===== config.mk =====
export PLATFORM = sky130hd
export DESIGN_NAME = ball_holder_sequencer
export DESIGN_NICKNAME = d
export VERILOG_FILES = /design/src/bhs_pkg.sv /design/src/bhs_step.sv /design/src/ball_holder_sequencer.sv
export SDC_FILE = /design/constraint.sdc
export NUM_CORES = 1
export LEC_CHECK = 0
export ABC_AREA = 1
export ABC_CLOCK_PERIOD_IN_PS = 3350
export BUFFER_PORTS_ARGS = -buffer_cell sky130_fd_sc_hd__buf_2
export CAP_MARGIN = 40
export CORE_MARGIN = 1
export CORE_UTILIZATION = 40
export CTS_CLUSTER_SIZE = 30
export DETAILED_ROUTE_END_ITERATION = 12
export GPL_ROUTABILITY_DRIVEN = 0
export PLACE_DENSITY = 0.58
export SLEW_MARGIN = 20
export SYNTH_ARGS = -nofsm -noshare
export SYNTH_HDL_FRONTEND = slang
export SYNTH_SLANG_ARGS = --single-unit

===== constraint.sdc =====
create_clock -name i_clk -period 3.35 [get_ports i_clk]
set_input_delay 0.335 -clock i_clk [delete_from_list [all_inputs] [get_ports i_clk]]
set_output_delay 0.335 -clock i_clk [all_outputs]
set_load 0.005 [all_outputs]

===== src/bhs_pkg.sv =====
package bhs_pkg;

    // Width of the shared settle/timeout counter
    localparam int DELAY_BITS = 16;
    localparam int CFG_BITS   = 16;

    localparam logic [CFG_BITS-1:0] SETTLE_DELAY_RESET = CFG_BITS'(25);

    typedef enum logic [2:0] {
        ST_WAIT_BALL  = 3'd0,
        ST_OPEN_GATE  = 3'd1,
        ST_HOLD       = 3'd2,
        ST_PUSH       = 3'd3,
        ST_CLOSE_GATE = 3'd4,
        ST_REMOVE     = 3'd5,
        ST_ERROR      = 3'd6
    } t_state;

    typedef enum logic [2:0] {
        CMD_NONE   = 3'd0,
        CMD_CLOSE  = 3'd1,
        CMD_OPEN   = 3'd2,
        CMD_HOLD   = 3'd3,
        CMD_PUSH   = 3'd4,
        CMD_REMOVE = 3'd5
    } t_cmd;

    typedef struct packed {
        logic ball_present;
        logic gate_open;
        logic gate_closed;
        logic push_request;
    } t_in_beat;

    typedef struct packed {
        t_cmd   actuator_cmd;
        t_state phase;
    } t_out_beat;

    typedef struct packed {
        logic                  running;
        logic [DELAY_BITS-1:0] remaining;
    } t_timer;

endpackage


===== src/bhs_step.sv =====
module bhs_step (
    input  bhs_pkg::t_state                  i_state,
    input  bhs_pkg::t_timer                  i_timer,
    input  bhs_pkg::t_in_beat                i_in,
    input  logic [bhs_pkg::CFG_BITS-1:0]     i_settle_delay,
    output bhs_pkg::t_state                  o_next_state,
    output bhs_pkg::t_timer                  o_next_timer,
    output bhs_pkg::t_cmd                    o_cmd
);
    import bhs_pkg::*;

    localparam int WIDE_BITS = (DELAY_BITS > CFG_BITS) ? DELAY_BITS + 1 : CFG_BITS + 1;
    localparam logic [DELAY_BITS-1:0] CNT_MAX = '1;

    logic [DELAY_BITS-1:0] dec_count;
    logic [DELAY_BITS-1:0] load_count;
    logic [WIDE_BITS-1:0]  wide_cfg;
    logic                  expired;

    // Count down a running timer before the state looks at it
    always_comb begin
        if (i_timer.running && (i_timer.remaining != '0)) begin
            dec_count = i_timer.remaining - DELAY_BITS'(1);
        end else begin
            dec_count = i_timer.remaining;
        end
        expired = i_timer.running && (dec_count == '0);
    end

    // Saturate the register value into the counter
    always_comb begin
        wide_cfg = WIDE_BITS'(i_settle_delay);
        if (wide_cfg > WIDE_BITS'(CNT_MAX)) begin
            load_count = CNT_MAX;
        end else begin
            load_count = wide_cfg[DELAY_BITS-1:0];
        end
    end

    // Next state and timer
    always_comb begin
        o_next_state           = i_state;
        o_next_timer.running   = i_timer.running;
        o_next_timer.remaining = dec_count;
        case (i_state)
            ST_WAIT_BALL: begin
                if (i_in.ball_present) begin
                    if (!i_timer.running) begin
                        o_next_timer.running   = 1'b1;
                        o_next_timer.remaining = load_count;
                    end else if (expired) begin
                        o_next_timer.running = 1'b0;
                        o_next_state         = ST_OPEN_GATE;
                    end
                end
            end
            ST_OPEN_GATE: begin
                if (i_in.gate_open) begin
                    o_next_state = ST_HOLD;
                end
            end
            ST_HOLD: begin
                if (!i_in.ball_present) begin
                    o_next_state = ST_WAIT_BALL;
                end else if (i_in.push_request) begin
                    o_next_state = ST_PUSH;
                end
            end
            ST_PUSH: begin
                if (!i_timer.running) begin
                    o_next_timer.running   = 1'b1;
                    o_next_timer.remaining = load_count;
                end else if (expired) begin
                    o_next_timer.running = 1'b0;
                    o_next_state = i_in.ball_present ? ST_REMOVE : ST_CLOSE_GATE;
                end
            end
            ST_CLOSE_GATE: begin
                if (i_in.gate_closed) begin
                    o_next_state = ST_WAIT_BALL;
                end
            end
            ST_REMOVE: begin
                if (!i_timer.running) begin
                    o_next_timer.running   = 1'b1;
                    o_next_timer.remaining = load_count;
                end else if (expired) begin
                    o_next_timer.running = 1'b0;
                    o_next_state = i_in.ball_present ? ST_ERROR : ST_CLOSE_GATE;
                end
            end
            ST_ERROR: begin
                if (!i_in.ball_present && i_in.gate_closed) begin
                    o_next_state = ST_WAIT_BALL;
                end
            end
            default: begin
                o_next_state = ST_WAIT_BALL;
            end
        endcase
    end

    // Actuator command of the state acted in
    always_comb begin
        case (i_state)
            ST_WAIT_BALL:  o_cmd = CMD_CLOSE;
            ST_OPEN_GATE:  o_cmd = CMD_OPEN;
            ST_HOLD:       o_cmd = i_in.ball_present ? CMD_HOLD : CMD_NONE;
            ST_PUSH:       o_cmd = CMD_PUSH;
            ST_CLOSE_GATE: o_cmd = CMD_CLOSE;
            ST_REMOVE:     o_cmd = CMD_REMOVE;
            ST_ERROR:      o_cmd = CMD_CLOSE;
            default:       o_cmd = CMD_NONE;
        endcase
    end

endmodule


===== src/ball_holder_sequencer.sv =====
// Ball holder sequencer: one input beat is one control tick of four sensor flags,
// and each tick yields exactly one result beat with the actuator command of the
// state acted in and the state after the tick. A beat is registered on entry,
// stepped through the sequencer on its way into the output register, and
// leaves from there; one tick is taken every cycle while i_out_stall does not
// hold the output register, the step from input register to output register
// being combinational. The settle, push and removal timeouts share one timer
// loaded from r_settle_delay and counted in ticks, so the delay seen in
// time is that value times the tick period. Write the register only while no
// beat is in flight.
module ball_holder_sequencer (
    input  logic                          i_clk,
    input  logic                          i_rst_n,
    input  logic                          i_in_valid,
    output logic                          o_in_stall,
    input  bhs_pkg::t_in_beat             i_in_data,
    output logic                          o_out_valid,
    input  logic                          i_out_stall,
    output bhs_pkg::t_out_beat            o_out_data,
    input  logic                          i_cfg_we,
    input  logic [bhs_pkg::CFG_BITS-1:0]  i_cfg_data
);
    import bhs_pkg::*;

    logic [CFG_BITS-1:0] r_settle_delay;
    logic                r_in_valid;
    t_in_beat            r_in_data;
    logic                r_out_valid;
    t_out_beat           r_out_data;
    t_state              r_state;
    t_timer              r_timer;

    t_state              n_state;
    t_timer              n_timer;
    t_cmd                step_cmd;
    logic                advance;
    logic                accept;

    // Stage 1 moves on whenever the output register is empty or being drained
    assign advance    = !r_out_valid || !i_out_stall;
    assign o_in_stall = r_in_valid && !advance;
    assign accept     = i_in_valid && !o_in_stall;

    bhs_step u_step (
        .i_state        (r_state),
        .i_timer        (r_timer),
        .i_in           (r_in_data),
        .i_settle_delay (r_settle_delay),
        .o_next_state   (n_state),
        .o_next_timer   (n_timer),
        .o_cmd          (step_cmd)
    );

    always_ff @(posedge i_clk) begin
        if (!i_rst_n) begin
            r_settle_delay <= SETTLE_DELAY_RESET;
        end else if (i_cfg_we) begin
            r_settle_delay <= i_cfg_data;
        end
    end

    always_ff @(posedge i_clk) begin
        if (!i_rst_n) begin
            r_in_valid <= 1'b0;
        end else if (accept) begin
            r_in_valid <= 1'b1;
        end else if (advance) begin
            r_in_valid <= 1'b0;
        end
    end

    always_ff @(posedge i_clk) begin
        if (accept) begin
            r_in_data <= i_in_data;
        end
    end

    // Step the sequencer only as a beat enters the output register
    always_ff @(posedge i_clk) begin
        if (!i_rst_n) begin
            r_state         <= ST_WAIT_BALL;
            r_timer.running <= 1'b0;
            r_timer.remaining <= '0;
            r_out_valid     <= 1'b0;
        end else if (advance) begin
            r_out_valid <= r_in_valid;
            if (r_in_valid) begin
                r_state <= n_state;
                r_timer <= n_timer;
            end
        end
    end

    always_ff @(posedge i_clk) begin
        if (advance && r_in_valid) begin
            r_out_data.actuator_cmd <= step_cmd;
            r_out_data.phase        <= n_state;
        end
    end

    assign o_out_valid = r_out_valid;
    assign o_out_data  = r_out_data;

endmodule


After elaboration in Yosys (flattened, before gate mapping) --
Cells that the tools add are included.
Word-level totals: register bits 48, latch bits 0, memory bits (writable) 0, ROM bits 0, input bits 25, output and inout bits 8, logic and storage cells 66, memories 0
Cells by class: add/sub/neg operators 1, multipliers 0, div/mod/pow operators 0, magnitude comparators 0, eq/ne operators 7, shift operators 0, mux-type cells 25, bitwise gates (word level) 0, reduce and logical (&&, ||, !) cells 21
Operators by type and width (number):
- 2-to-1 mux 3 bit | 12
- one-hot mux 17 bit (2 select lines) | 1
- 2-to-1 mux 16 bit | 2
- one-hot mux 3 bit (7 select lines) | 1
- 2-to-1 mux 17 bit | 1
- logical NOT 16 bit | 1
- nonzero test 16 bit | 1
- subtractor 16 x 1 -> 16 bit (second input constant) | 1
- one-hot mux 3 bit (5 select lines) | 1
- equality test 3 bit (second input constant) | 3
- equality test 3 x 2 -> 1 bit (second input constant) | 2
- logical AND 1 bit | 6
- logical NOT 1 bit | 5
- 2-to-1 mux 1 bit | 5
- 2-to-1 mux 2 bit | 2
- AND reduction 4 bit | 1
- nonzero test 2 bit | 2
- equality test 3 x 1 -> 1 bit (second input constant) | 1
- logical NOT 3 bit | 1
- OR reduction 3 bit | 1
- inequality test 2 bit (second input constant) | 1
- AND reduction 2 bit | 1
- OR reduction 2 bit | 1
- logical OR 1 bit | 1

Longest topological paths before layout --
Gate-level depths: netlist of the first run.
word-level depth 9, mapped depth 19, mapped depth without buffers 19

Hierarchy --
From an unflattened synthesis of the first run, not the netlist that was laid out.
Second synthesis, totals: cells, all modules 481, area, all modules 3215.6 µm²
By module, submodules not included:
- ball_holder_sequencer | times used 1, cells each 223, area an instance 1956.9 µm², seq. area each 1061.0 µm²
- bhs_step | times used 1, cells each 258, area an instance 1258.7 µm², seq. area each 0.0 µm²

Least setup slack after synthesis of the first run --
OpenSTA, ideal clock, no wires.
kind register to register, from register r_timer[0] in the netlist's numbering, to register r_out_data (netlist bit o_out_data[1]) (data pin), setup time 0.255 ns, arrival time 1.781 ns, data required time 3.095 ns, slack 1.315 ns, stages on the path, launching flop included 18, buffers on the path 1, clock period less this slack 2.035 ns, path through dfxtp_1 inv_1 ha_1 nand2_4 nor2_4 nand2_4 nand2_8 buf_6 nand2_1 nand2_1 nor2_1 nand2_1 nor2_4 nand2_4 nand2_1 nand2_1 nand2_1 nand2_1
Between the ends: word-level cells in the longest chain between the ends 9, elaborated cells between the ends (all ways) 14, those cells by class 1 x add/sub; 9 x mux; 4 x reduce/logical
Ends and longest elaborated chain:
- start, declared | RTL line ball_holder_sequencer.sv:31 | t_timer r_timer;
- start signal, assigned | RTL line ball_holder_sequencer.sv:89 | r_timer <= n_timer;
- branches (longest 2 deep; another with subtractor 16 x 1 -> 16 bit)
- 2-to-1 mux 16 bit (*) | RTL line bhs_step.sv:22 | if (i_timer.running && (i_timer.remaining != '0)) begin
- logical NOT 16 bit (*) | RTL line bhs_step.sv:27 | expired = i_timer.running && (dec_count == '0);
- logical AND 1 bit (*) | RTL line bhs_step.sv:27
- 2-to-1 mux 3 bit | RTL line bhs_step.sv:51 | end else if (expired) begin
- 2-to-1 mux 3 bit | RTL line bhs_step.sv:48 | if (!i_timer.running) begin
- 2-to-1 mux 3 bit | RTL line bhs_step.sv:47 | if (i_in.ball_present) begin
- one-hot mux 3 bit (7 select lines) (*) | RTL line bhs_step.sv:45 | case (i_state)
- net n_state[1] | RTL line ball_holder_sequencer.sv:33 | t_state n_state;
- end, declared | RTL line ball_holder_sequencer.sv:29 | t_out_beat r_out_data;
Mark *: on every way through the listed nets, which the timed path passes. A chain may end at the register's enable or synchronous reset.

Worst setup path after layout of the first run --
Ends and elaborated chain as after synthesis.

==> out/metrics.yaml, run 1 <==
outcome:
  status: "finished clean"
setup_path:
  worst-path-max-fanout: 17
  worstPathCellList: "inv_1 -> ha_1 -> nand2_4 -> nor2_4 -> nand2_4 -> nand2_8 -> inv_4 -> nand2_1 -> nand2_1 -> nor2_1 -> nand2_1 -> nor2_4 -> nand2_4 -> nand2_1 -> nand2_1 -> nand2_1 -> nand2_1"
  critPathArrivalTime_ps: 2430
  cpMostUsedCell: "nand2_1"
  cpLargestDelayFamily: "simple AND/OR/NAND/NOR gates"
  crit_slowest_cell: "dfxtp_1"
  path_class: "reg -> reg"
  critPathMaxStageDelay_ps: 340
  cp_num_buf_inv: 2
  worstPathRequired_ps: 3420
  crit_path_end_kind: "flip-flop"
  cp-start-kind: "flip-flop"
layout:
  fillers: 712
  nets: 501
  final_cell_mix: "nand2_1 (114), o21ai_0 (74), nor2_1 (62)"
  final_common_cell: "nand2_1"
  stdcell_area_um2: 3280
  multiInputGateArea_um2: 1660
  drive_above_1_share: 0.133
  register_area_um2: 1060
  final_cells: 571
  syn_to_final_growth_pct: 11.2
  diodes: 0
cts:
  cts.repair.resized: 0
  clkTransAtPathRegs_ps: 90
  cts_max_path_buffers: 2
  cts_tree: "done"
  cts_max_level: 2
  clockRootBuffer: "clkbuf_8"
  cts_sinks: 48
  holdBufCountCts: 0
  cts_setup_buffers: 0
  clock_latency_ps: 300
  numCtsBuffers: 5
global_routing:
  first_global_vias: 2604
  antenna_found_initial: 0
  grt_max_degree: 28
  grt_usage: 0.219
  grt.overflow.total: 0
  grt_pass1_wl_um: 13100
hold_path:
  holdCritPathClass: "in -> reg"
drt:
  met3_length_um: 303
  wl_met2_um: 3220
  drt-initial-drc-count: 205
  vias: 2941
  met1Wirelength_um: 4280
  drc: 0
  wire_per_inst_um: 13.8
  vias_per_cell: 5.15
  ant_nets: 0
  wl_um: 7890
  topRoutingLayerUsed: "met4"
  dr.pass1.iters: 4
placed_design:
  dp_hpwl_um: 5680
  place_area_um2: 3180
  dp.cells: 563
  port_buffers: 32
floorplanning:
  coreArea_um2: 6940
  die_area_um2: 7710
  placementRows: 30
  start_util: 0.424
  die_h_um: 87.8
  ios: 33
  die_x_um: 87.8
logic_synthesis:
  synth_area_um2: 2950
  syn_inst: 448
  ys_types: 29
  avgSynthCellArea_um2: 6.58
  ys_ff_latch: 48
  synthesis.nets: 475
  ys_warn_count: 0
  seq_area_frac_synth: 0.360
timing:
  max_freq_ghz: 0.423
  rsz0062_at_grt: "no"
  min_period_ps: 2360
  setup_viol: 0
  timing_hold_violations_final: 0
  tightest_slew_ps: 787
  slew_viol_final: 0
  max_slew_margin: 0.474
  fin_setup_tns_ps: 0
  timing.final.crit_share: 0.705
  clock_skew_ps: 2.42
power_and_ir_drop:
  p_leak_nw: 1.54
  powerDensity_nw_per_um2: 444
  peakVddDrop_mv: 0.205
run:
  max_cap_viol_count: 0
-- metrics by stage --
stage | total power [mW] | worst slack, ps | hold slack [ps] | util
6_report | 1.46 | 988 | 199 | 0.472
3_3_place_gp | 1.09 | 1030 | 446 | 0.458
4_1_cts | 1.45 | 1010 | 201 | 0.472
2_1_floorplan | 0.983 | 1310 | 424 | -
3_5_place_dp | 1.09 | 1020 | 462 | 0.458
5_1_grt | 1.54 | 741 | 194 | 0.472
-- layer usage --
metal | vias up | global-route usage
met1 | 1330 | 0.335
met4 | 0 | 0.0537
met2 | 76 | 0.323
met5 | - | 0
met3 | 7 | 0.0283
li1 | 1528 | -
-- flip-flops by register name (all words and copies together) (netlist names) --
signal          flops
r_timer            17
r_settle_delay     16
o_out_data          6
r_in_data           4
r_state             3
o_out_valid         1
r_in_valid          1
-- Yosys cell counts --
cell type    n  area (um2)
nor3_1       3        15.0
o21ai_2      1        8.76
nand3_1     17        85.1
inv_4        1        6.26
o21ai_1      4        20.0
clkbuf_1    14        52.6
buf_6        1        11.3
nand3b_1     3        22.5
a21oi_2      2        17.5
a221oi_1     6        52.6
nand3_2      1        10.0
nand2_4      3        33.8
nor2_1      62         233
nor2_2       2        12.5
inv_1       39         146
nand2_1    114         428
nand4_1      2        12.5
nor2_4       5        56.3
edfxtp_1    10         300
nand2_8      1        20.0
a21oi_1     28         140
ha_1         2        25.0
nand2_2      4        25.0
a31oi_1      3        18.8
buf_2        2        10.0
xnor2_1      1        8.76
dfxtp_1     38         761
o21ai_0     74         370
xor2_1       5        43.8
-- final cells by class --
class	count	area share
timing repair buffer	36	0.0580
multi-input combinational	343	0.506
clock buffer	7	0.0263
tap	96	0.0367
inverter	40	0.0466
sequential	48	0.324
clock inverter	1	0.00229
-- where the power goes --
group	internal (mW)	total (mW)	leakage, nW	switching, mW
combinational	0.140	0.410	1.09	0.270
sequential	0.632	0.675	0.410	0.0429
clock	0.168	0.371	0.0445	0.203
-- final timing paths --
| path | from | endpoint | slack, ps | depth (start not counted) |
|---|---|---|---|---|
| min reg2reg | r_settle_delay[4]$_SDFFE_PN1P_ | r_settle_delay[4]$_SDFFE_PN1P_ | 480 | 2 |
| max | r_timer[0]$_SDFFE_PN0P_ | o_out_data[1]$_DFFE_PP_ | 990 | 17 |
| min | i_in_data[1] | r_in_data[1]$_DFFE_PP_ | 200 | 1 |
| max reg2reg | r_timer[0]$_SDFFE_PN0P_ | o_out_data[1]$_DFFE_PP_ | 990 | 17 |
-- logic make-up after synthesis --
kind of cell | after synthesis | synth area share
simple gates | 217 | 0.324
buf+inv | 57 | 0.0769
xor+xnor | 6 | 0.0178
compound gates | 118 | 0.213
fa+ha+maj | 2 | 0.00849
flops | 48 | 0.360
Power figures use the tool's default switching activity.
==> inputs of run 2 (changes only) <==
--- a/config.mk
+++ b/config.mk
@@ -6,7 +6,7 @@
 export NUM_CORES = 1
 export LEC_CHECK = 0
 export ABC_AREA = 1
-export ABC_CLOCK_PERIOD_IN_PS = 3350
+export ABC_CLOCK_PERIOD_IN_PS = 2040
 export BUFFER_PORTS_ARGS = -buffer_cell sky130_fd_sc_hd__buf_2
 export CAP_MARGIN = 40
 export CORE_MARGIN = 1
@@ -14,7 +14,7 @@
 export CTS_CLUSTER_SIZE = 30
 export DETAILED_ROUTE_END_ITERATION = 12
 export GPL_ROUTABILITY_DRIVEN = 0
-export PLACE_DENSITY = 0.58
+export PLACE_DENSITY = 0.6
 export SLEW_MARGIN = 20
 export SYNTH_ARGS = -nofsm -noshare
 export SYNTH_HDL_FRONTEND = slang
==> constraint.sdc (replaced) <==
create_clock -name i_clk -period 2.04 [get_ports i_clk]
set_input_delay 0.204 -clock i_clk [delete_from_list [all_inputs] [get_ports i_clk]]
set_output_delay 0.204 -clock i_clk [all_outputs]
set_load 0.005 [all_outputs]
==> run 2 against run 1 <==
Sequential power rose by 64%. The flow now finishes with violations (negative setup slack). Flip-flop and latch count unchanged. Fmax up 9.5%. Register-to-register slack worse by 1100 ps. Cell area is 19% higher. Highest routed layer unchanged. Core utilization rose by 8.8 points. Wire length increased by 12%. Critical path type unchanged.
==> out/metrics.yaml, run 2 (synthesis gave the netlist of run 1 again) <==
drt:
  vias: 3242  # was 2941
  met1Wirelength_um: 4200  # was 4280 um
  ant_nets: 0  # unchanged
  drt-initial-drc-count: 288  # was 205
  met3_length_um: 604  # was 303 um
  wl_met2_um: 3870  # was 3220 um
  topRoutingLayerUsed: "met4"  # unchanged
  dr.pass1.iters: 5  # was 4
  wl_um: 8820  # was 7890 um
  wire_per_inst_um: 14.2  # was 13.8 um
  drc: 0  # unchanged
  vias_per_cell: 5.22  # was 5.15
power_and_ir_drop:
  peakVddDrop_mv: 0.506  # was 0.205 mV
  powerDensity_nw_per_um2: 686  # was 444 nW/um2
  power_mw: 2.67  # was 1.46 mW
  p_leak_nw: 1.83  # was 1.54 nW
floorplanning:
  die_area_um2: 7710  # unchanged
  die_x_um: 87.8  # unchanged
  placementRows: 30  # unchanged
  die_h_um: 87.8  # unchanged
  ios: 33  # unchanged
  coreArea_um2: 6940  # unchanged
  start_util: 0.424  # unchanged
setup_path:
  path_class: "reg -> reg"  # unchanged
  worstPathRequired_ps: 2110  # was 3420 ps
  crit_path_end_kind: "flip-flop"  # unchanged
  cp-start-kind: "flip-flop"  # unchanged
  reg2regPathDepth: 17  # unchanged
  worst-path-max-fanout: 6  # was 17
  critPathArrivalTime_ps: 2220  # was 2430 ps
placed_design:
  dp_hpwl_um: 6190  # was 5680 um
  dpl_worst_slack_ps: -140  # was 1020 ps
  place_area_um2: 3490  # was 3180 um2
  port_buffers: 32  # unchanged
outcome:
  violations: "negative setup slack"
  status: "finished, violations left"  # was finished clean
timing:
  max_slew_margin: 0.643  # was 0.474
  timing.final.crit_share: 1.06  # was 0.705
  fin_ws_ps: -116  # was 988 ps
  tightest_slew_ps: 535  # was 787 ps
  rsz0062_at_grt: "yes"  # was no
  fin_hold_ws_ps: 66.6  # was 199 ps
  timing_hold_violations_final: 0  # unchanged
  max_freq_ghz: 0.464  # was 0.423 GHz
  setup_viol: 5  # was 0
  fin_setup_tns_ps: -342  # was 0 ps
  slew_viol_final: 0  # unchanged
  clock_skew_ps: 2.76  # was 2.42 ps
  min_period_ps: 2160  # was 2360 ps
cts:
  cts_max_level: 2  # unchanged
  clockRootBuffer: "clkbuf_8"  # unchanged
  cts_sinks: 48  # unchanged
  clkTransAtPathRegs_ps: 90  # about the same
  numCtsBuffers: 5  # unchanged
  holdBufCountCts: 0  # unchanged
  clock_latency_ps: 310  # was 300 ps
  cts_max_path_buffers: 2  # unchanged
  cts_tree: "done"  # unchanged
global_routing:
  grt_usage: 0.238  # was 0.219
  grt.overflow.total: 0  # unchanged
  grt_pass1_wl_um: 14100  # was 13100 um
  antenna_found_initial: 0  # unchanged
  first_global_vias: 2912  # was 2604
  grt_max_degree: 23  # was 28
layout:
  drive_above_1_share: 0.316  # was 0.133
  top_register: "r_timer"  # unchanged
  stdcell_area_um2: 3890  # was 3280 um2
  largest_reg_flops: 17  # unchanged
  final_common_cell: "nand2_1"  # unchanged
  diodes: 0  # unchanged
  nets: 551  # was 501
  register_area_um2: 1080  # was 1060 um2
  final_cell_mix: "nand2_1 (95), o21ai_0 (68), buf_4 (48)"  # was nand2_1 (114), o21ai_0 (74), nor2_1 (62)
  syn_to_final_growth_pct: 31.9  # was 11.2%
  fillers: 669  # was 712
  multiInputGateArea_um2: 1860  # was 1660 um2
hold_path:
  holdCritPathClass: "in -> reg"  # unchanged
  holdPathStages: 1  # unchanged
run:
  max_cap_viol_count: 0  # unchanged
==> run 2: path summary, 6_finish.rpt <==
path / startpoint / endpoint / slack, ps
worst max register to register: r_timer[1]$_SDFFE_PN0P_ / o_out_data[1]$_DFFE_PP_ / -120
worst max-delay path: r_timer[1]$_SDFFE_PN0P_ / o_out_data[1]$_DFFE_PP_ / -120
worst min register to register: r_settle_delay[4]$_SDFFE_PN1P_ / r_settle_delay[4]$_SDFFE_PN1P_ / 470
worst min-delay path: i_in_data[0] / r_in_data[0]$_DFFE_PP_ / 70
==> run 2: power by group <==
part | leakage [nW] | total (mW) | internal, mW | switching, mW
combinational | 1.37 | 0.953 | 0.393 | 0.559
clock | 0.0445 | 0.609 | 0.276 | 0.333
sequential | 0.415 | 1.11 | 1.04 | 0.0655
==> run 2: what timing repair did <==
action	4_1_cts	5_1_grt
gates resized for setup	35	43
pin swaps	12	24
gates cloned	2	0
setup buffers	7	2
endpoints found under the hold margin	0	0
setup endpoints to repair	8	15
==> run 2: final cells by class <==
cell class	instances	area share
clock buffers	7	0.0222
repair buffers	84	0.148
inverters	40	0.0418
well taps	96	0.0309
clock inverters	1	0.00193
multi-input cells	345	0.478
flip-flops and latches	48	0.278
==> run 2: critical path, cell delays in order (launching register included) <==
cell and delay (ps):
dfxtp_4 380, nor2_2 150, nand2_1 130, buf_4 170, inv_1 70, nand2_1 50, nand2_1 50, nand2_1 50
nand2_1 50, nand2_1 70, nor2_1 180, nand2_2 100, nor2_4 140, nand2_4 90, nand2_2 80, nand2_2 60
nand2_2 60, nand2_1 50
==> run 2: per-layer routing <==
metal  vias up  GRT usage
li1       1628          -
met4         0     0.0790
met2       147      0.362
met1      1451      0.339
met3        16     0.0424
met5         -          0
==> run 2: per-stage QoR <==
| step | instances | util |
|---|---|---|
| 3_3_place_gp | 602 | 0.502 |
| 5_1_grt | 621 | 0.560 |
| 4_1_cts | 619 | 0.541 |
| 2_1_floorplan | 448 | - |
| 3_5_place_dp | 602 | 0.502 |
| 6_report | 621 | 0.560 |
